==> src/rtl/core/ckerng_pkg.sv <==
// ----------------------------------------------------------------------------
// ckerng_pkg
// Shared types, constants and helper functions for the ChaCha20 random
// byte generator.
// ----------------------------------------------------------------------------
package ckerng_pkg;

  localparam int unsigned POOL_BYTES_DEF = 1024;
  localparam int unsigned KEY_BYTES      = 32;
  localparam int unsigned MAX_REQ        = 64;
  localparam int unsigned CNT_W          = 7;
  localparam int unsigned CFG_IDX_W      = 2;
  localparam int unsigned SEED_W         = 64;
  localparam int unsigned NUM_ROUNDS     = 20;

  // Seed register indexes.
  localparam logic [CFG_IDX_W-1:0] REG_SEED0 = 2'd0;
  localparam logic [CFG_IDX_W-1:0] REG_SEED1 = 2'd1;
  localparam logic [CFG_IDX_W-1:0] REG_SEED2 = 2'd2;
  localparam logic [CFG_IDX_W-1:0] REG_SEED3 = 2'd3;

  localparam logic [31:0] SIGMA0 = 32'h61707865;
  localparam logic [31:0] SIGMA1 = 32'h3320646e;
  localparam logic [31:0] SIGMA2 = 32'h79622d32;
  localparam logic [31:0] SIGMA3 = 32'h6b206574;

  typedef enum logic [3:0] {
    ST_IDLE,
    ST_SEED,
    ST_CHECK,
    ST_KEYRD,
    ST_KEYLD,
    ST_INIT,
    ST_ROUND,
    ST_WRITE,
    ST_RDREQ,
    ST_RDWAIT,
    ST_SEND
  } ctrl_state_t;

  // Commands from the controller to the datapath.
  typedef struct packed {
    logic seed_wr;      // write seed byte at seed index
    logic seed_clr;     // clear seed byte index
    logic key_rd;       // issue pool read for key byte at key index
    logic key_cap;      // capture returned key byte
    logic blk_init;     // load ChaCha state for the current block
    logic round_step;   // run one column or diagonal round
    logic out_wr;       // write one keystream byte to the pool
    logic refill_start; // clear block counter and offsets
    logic pos_key;      // set read position to KEY_BYTES
    logic pos_top;      // set read position to pool size
    logic byte_rd;      // issue pool read at read position
    logic byte_adv;     // advance read position
    logic req_load;     // latch request count
    logic out_load;     // latch output byte and last flag
  } ckerng_cmd_t;

  // Status from the datapath to the controller.
  typedef struct packed {
    logic seed_done;
    logic key_done;
    logic rounds_done;
    logic blk_done;
    logic pool_done;
    logic pool_empty;
    logic req_zero;
    logic req_last;
  } ckerng_sts_t;

  function automatic logic [31:0] rotl32(input logic [31:0] v, input int unsigned s);
    rotl32 = (v << s) | (v >> (32 - s));
  endfunction

endpackage

==> src/rtl/core/ckerng_ctrl.sv <==
// ----------------------------------------------------------------------------
// ckerng_ctrl
// Controller: sequences seeding, pool refills and byte delivery.
// ----------------------------------------------------------------------------
module ckerng_ctrl
  import ckerng_pkg::*;
(
  input  logic        clk,
  input  logic        rst_n,
  input  logic        in_valid,
  output logic        in_ready,
  output logic        out_valid,
  input  logic        out_ready,
  output ckerng_cmd_t cmd,
  input  ckerng_sts_t sts
);

  ctrl_state_t state_r, state_nxt;
  logic        seeded_r, seeded_nxt;
  logic        oval_r, oval_nxt;

  assign out_valid = oval_r;

  always_ff @(posedge clk) begin
    if (!rst_n) begin
      state_r  <= ST_IDLE;
      seeded_r <= 1'b0;
      oval_r   <= 1'b0;
    end else begin
      state_r  <= state_nxt;
      seeded_r <= seeded_nxt;
      oval_r   <= oval_nxt;
    end
  end

  // Next state and commands.
  always_comb begin
    state_nxt  = state_r;
    seeded_nxt = seeded_r;
    oval_nxt   = oval_r;
    cmd        = '0;
    in_ready   = 1'b0;
    if (oval_r && out_ready) begin
      oval_nxt = 1'b0;
    end
    case (state_r)
      ST_IDLE: begin
        in_ready = 1'b1;
        if (in_valid) begin
          cmd.req_load = 1'b1;
          cmd.seed_clr = 1'b1;
          state_nxt = seeded_r ? ST_CHECK : ST_SEED;
        end
      end
      ST_SEED: begin
        cmd.seed_wr = 1'b1;
        if (sts.seed_done) begin
          cmd.pos_top = 1'b1;
          seeded_nxt  = 1'b1;
          state_nxt   = ST_CHECK;
        end
      end
      ST_CHECK: begin
        if (sts.req_zero) begin
          state_nxt = ST_IDLE;
        end else if (sts.pool_empty) begin
          cmd.seed_clr     = 1'b1;
          cmd.refill_start = 1'b1;
          state_nxt        = ST_KEYRD;
        end else begin
          state_nxt = ST_RDREQ;
        end
      end
      ST_KEYRD: begin
        cmd.key_rd = 1'b1;
        state_nxt  = ST_KEYLD;
      end
      ST_KEYLD: begin
        cmd.key_cap = 1'b1;
        if (sts.key_done) begin
          state_nxt = ST_INIT;
        end else begin
          state_nxt = ST_KEYRD;
        end
      end
      // Block setup once the key is complete and the block counter is current.
      ST_INIT: begin
        cmd.blk_init = 1'b1;
        state_nxt    = ST_ROUND;
      end
      ST_ROUND: begin
        cmd.round_step = 1'b1;
        if (sts.rounds_done) begin
          state_nxt = ST_WRITE;
        end
      end
      ST_WRITE: begin
        cmd.out_wr = 1'b1;
        if (sts.pool_done) begin
          cmd.pos_key = 1'b1;
          state_nxt   = ST_RDREQ;
        end else if (sts.blk_done) begin
          state_nxt = ST_INIT;
        end
      end
      ST_RDREQ: begin
        if (!oval_r || out_ready) begin
          cmd.byte_rd = 1'b1;
          state_nxt   = ST_RDWAIT;
        end
      end
      ST_RDWAIT: begin
        state_nxt = ST_SEND;
      end
      ST_SEND: begin
        cmd.out_load = 1'b1;
        cmd.byte_adv = 1'b1;
        oval_nxt     = 1'b1;
        state_nxt    = sts.req_last ? ST_IDLE : ST_CHECK;
      end
      default: begin
        state_nxt = ST_IDLE;
      end
    endcase
  end

endmodule

==> config.mk <==
export PLATFORM = sky130hd
export DESIGN_NAME = ckerng_ctrl
export DESIGN_NICKNAME = d
export VERILOG_FILES = /design/src/rtl/core/ckerng_pkg.sv /design/src/rtl/core/ckerng_ctrl.sv
export SDC_FILE = /design/constraint.sdc
export NUM_CORES = 1
export LEC_CHECK = 0
export BUFFER_PORTS_ARGS = -buffer_cell sky130_fd_sc_hd__buf_2
export CORE_UTILIZATION = 25
export DETAILED_ROUTE_END_ITERATION = 10
export MAX_ROUTING_LAYER = met4
export PLACE_DENSITY = 0.62
export SKIP_LAST_GASP = 1
export SLEW_MARGIN = 20
export SYNTH_ARGS = -nofsm -noshare
export SYNTH_HDL_FRONTEND = slang
export SYNTH_SLANG_ARGS = --single-unit
==> constraint.sdc <==
create_clock -name clk -period 1.4 [get_ports clk]
set_input_delay 0.21 -clock clk [delete_from_list [all_inputs] [get_ports clk]]
set_output_delay 0.21 -clock clk [all_outputs]
set_load 0.02 [all_outputs]
==> flow_summary_export.csv <==
group,metric,value,unit
outcome,status,"finished, violations left",
outcome,violations,"setup timing",
clock_tree,cts-root-buf,"clkbuf_4",
synth,synth_flop_cell,"dfxtp_1",
synth,ys_seq_elements,6,
die,die_h,50.6,um
clock_tree,worst_skew_pair.late_latency,0.25,ns
critical_path,worst_path_dominant_cell_family,"simple AND/OR/NAND/NOR gates",
die,ios,28,
global_route,grt_max_degree,11,
finish,drive_gt1_frac,0.631,
clock_tree,cts-htree-levels,1,
place,hpwl,1.41,mm
drt,drt_wl_total,2.38,mm
timing,period_share,1.16,
drt,via_per_inst,5.22,
critical_path,critical-path-slowest-cell,"dfxtp_2",
global_route,grt_pass1_vias,757,
global_route,grt_usage,0.199,
critical_path,critPathBufInv,1,
die,die_w,50.6,um
power_and_ir_drop,power_density,1230,mW/mm^2
hold_path,min_path_cells,2,
synth,yosys_warnings,0,
synth,synth_nets,90,
critical_path,reg2regPathDepth,7,
synth,synth_area_per_cell,7.56,um^2
drt,drc,0,
timing,slew_violations,0,
die,dieArea,0.00256,mm^2
hold_path,min_from,"rst_n",
timing,worst_pin_slew,0.512,ns
timing,rsz0062_at_grt,"true",
finish,mostFrequentLayoutCells,"buf_4 (28), buf_2 (18), buf_6 (11)",
critical_path,critPathMaxStageDelay,0.32,ns
finish,final_core_util,0.522,
power_and_ir_drop,peakVddDrop,860,uV
synth,synthArstFlopShare,0,
critical_path,reg2reg_slack,-0.12,ns
critical_path,critPathRequiredTime,1.19,ns
drt,drtIter0Drc,35,
die,rows,17,
die,initial_utilization,0.266,
timing,fin_ws,-0.219,ns
critical_path,start_kind,"flip-flop",
global_route,grt_pass1_wl,3.69,mm
drt,antenna_left,0,
timing,clock_skew,0.00837,ns
timing,max_freq,0.618,GHz
synth,netlist_area,589,um^2
timing,setup_viol,15,
drt,wl_per_cell,15.0,um
synth,synthCells,78,
clock_tree,ctsHoldBuffers,0,
place,place_congestion,0.930,
global_route,gr-total-overflow,0,
critical_path,crit_path_end_kind,"primary output",
clock_tree,clock_path_buffers,2,
place,placed_cell_area,850,um^2
clock_tree,clk_pin_slew,0.05,ns
global_route,antenna_found_initial,0,
power_and_ir_drop,leakage,0.522,nW
run,maxCapViolations,0,
clock_tree,tritoncts,"done",
critical_path,crit_type,"reg2out",
finish,diodes,0,
timing,hold_viol,0,
critical_path,critPathMaxFanout,6,
place,io_buffers,27,
critical_path,r2r_end,"state_r[1]",
critical_path,arrival,1.41,ns
finish,fillers,213,
hold_path,hold_path.class,"in2reg",
clock_tree,numCtsBuffers,3,
finish,layout.cells.most_common,"buf_4",
synth,synth.distinct_cells,34,
critical_path,path_cells,"or2_4 -> nor4b_4 -> or2_1 -> buf_2",
finish,areaGrowthSynthToFinish,96.0,%
timing,slew_headroom,0.658,
timing,period_needed,1.62,ns
drt,num_vias,825,
hold_path,whs_endpoint,"state_r[3]",
synth,synth_edf_count,0,
clock_tree,cts.sinks,6,
die,core_area,0.00221,mm^2
finish,nets,144,
critical_path,reg2reg_from,"state_r[2]",
synth,yosysSeqAreaShare,0.204,
finish,final_area,0.00115,mm^2
drt,drt_pass1_iterations,4,
## metrics by stage
| stage | hold slack (ns) | setup TNS (ns) | setup WS, ns | power (mW) | std cells |
|---|---|---|---|---|---|
| 3_5_place_dp | 0.480 | -0.149 | -0.0655 | 0.927 | 139 |
| 5_1_grt | 0.265 | -2.66 | -0.279 | 1.51 | 158 |
| 6_report | 0.265 | -1.87 | -0.219 | 1.42 | 158 |
| 2_1_floorplan | 0.328 | -0.438 | -0.187 | 0.715 | 78 |
| 3_3_place_gp | 0.492 | -0.0447 | -0.0395 | 0.916 | 139 |
| 4_1_cts | 0.261 | -1.54 | -0.222 | 1.30 | 155 |
## logic make-up after synthesis
family / count (synthesis) / synth area share
AO/OA/AOI/OAI: 23 / 0.293
flip-flops: 6 / 0.204
AND/OR/NAND/NOR: 38 / 0.380
buffers and inverters: 11 / 0.123
## state kept, by name, summed over array words and instances, names as in the netlist
name,flops
out_valid,1
seeded_r,1
state_r,4
## report_power, final
group / total, mW / internal (mW) / switching, mW
logic: 0.992 / 0.510 / 0.483
registers: 0.265 / 0.213 / 0.0512
clock network: 0.166 / 0.0974 / 0.0687
total: 1.42 / 0.820 / 0.602
## routing by layer
metal / wire length (um) / vias up / track usage
met1: 1010 / 391 / 0.255
met4: 44 / 0 / 0.0417
met2: 1170 / 41 / 0.333
li1: - / 389 / -
met3: 146 / 4 / 0.0273
met5: 0 / - / -
## final cells by class
type | instances | area, um^2 | share of cell area
sequential | 6 | 129 | 0.112
tap | 28 | 35.0 | 0.0303
inverter | 2 | 7.51 | 0.00650
clock buffer | 3 | 22.5 | 0.0195
multi-input combinational | 61 | 517 | 0.447
timing repair buffer | 58 | 444 | 0.385
## synthesized netlist by cell type (2+ instances only)
library cell	n	share of area
inv_1	2	0.013
nand2_1	3	0.019
nor3_1	3	0.025
nor4_1	2	0.021
o2111ai_1	2	0.030
a21oi_1	3	0.025
or2_1	2	0.021
nor3b_1	2	0.025
o211ai_1	2	0.025
and2_1	3	0.032
buf_4	3	0.038
buf_6	2	0.038
nor2b_1	3	0.032
nand2b_1	5	0.053
o21a_1	2	0.025
buf_2	4	0.034
dfxtp_1	6	0.20
nor2_1	11	0.070
o21ai_0	3	0.025
## worst max path at each step
stage,from,endpoint,depth (start not counted)
floorplan,state_r[2],cmd[12],5
global placement,state_r[2],cmd[12],5
detailed placement,state_r[2],cmd[12],4
CTS,state_r[2],cmd[12],4
global route,state_r[2],cmd[12],4
finish,state_r[2],cmd[12],4
## what timing repair did
action                                  in CTS  in global routing
endpoints found under the setup margin      17                 16
setup buffers                               14                  3
pin swaps                                    7                  6
gates resized for setup                     32                 12
Note: power is estimated with default switching activity, not from simulation.
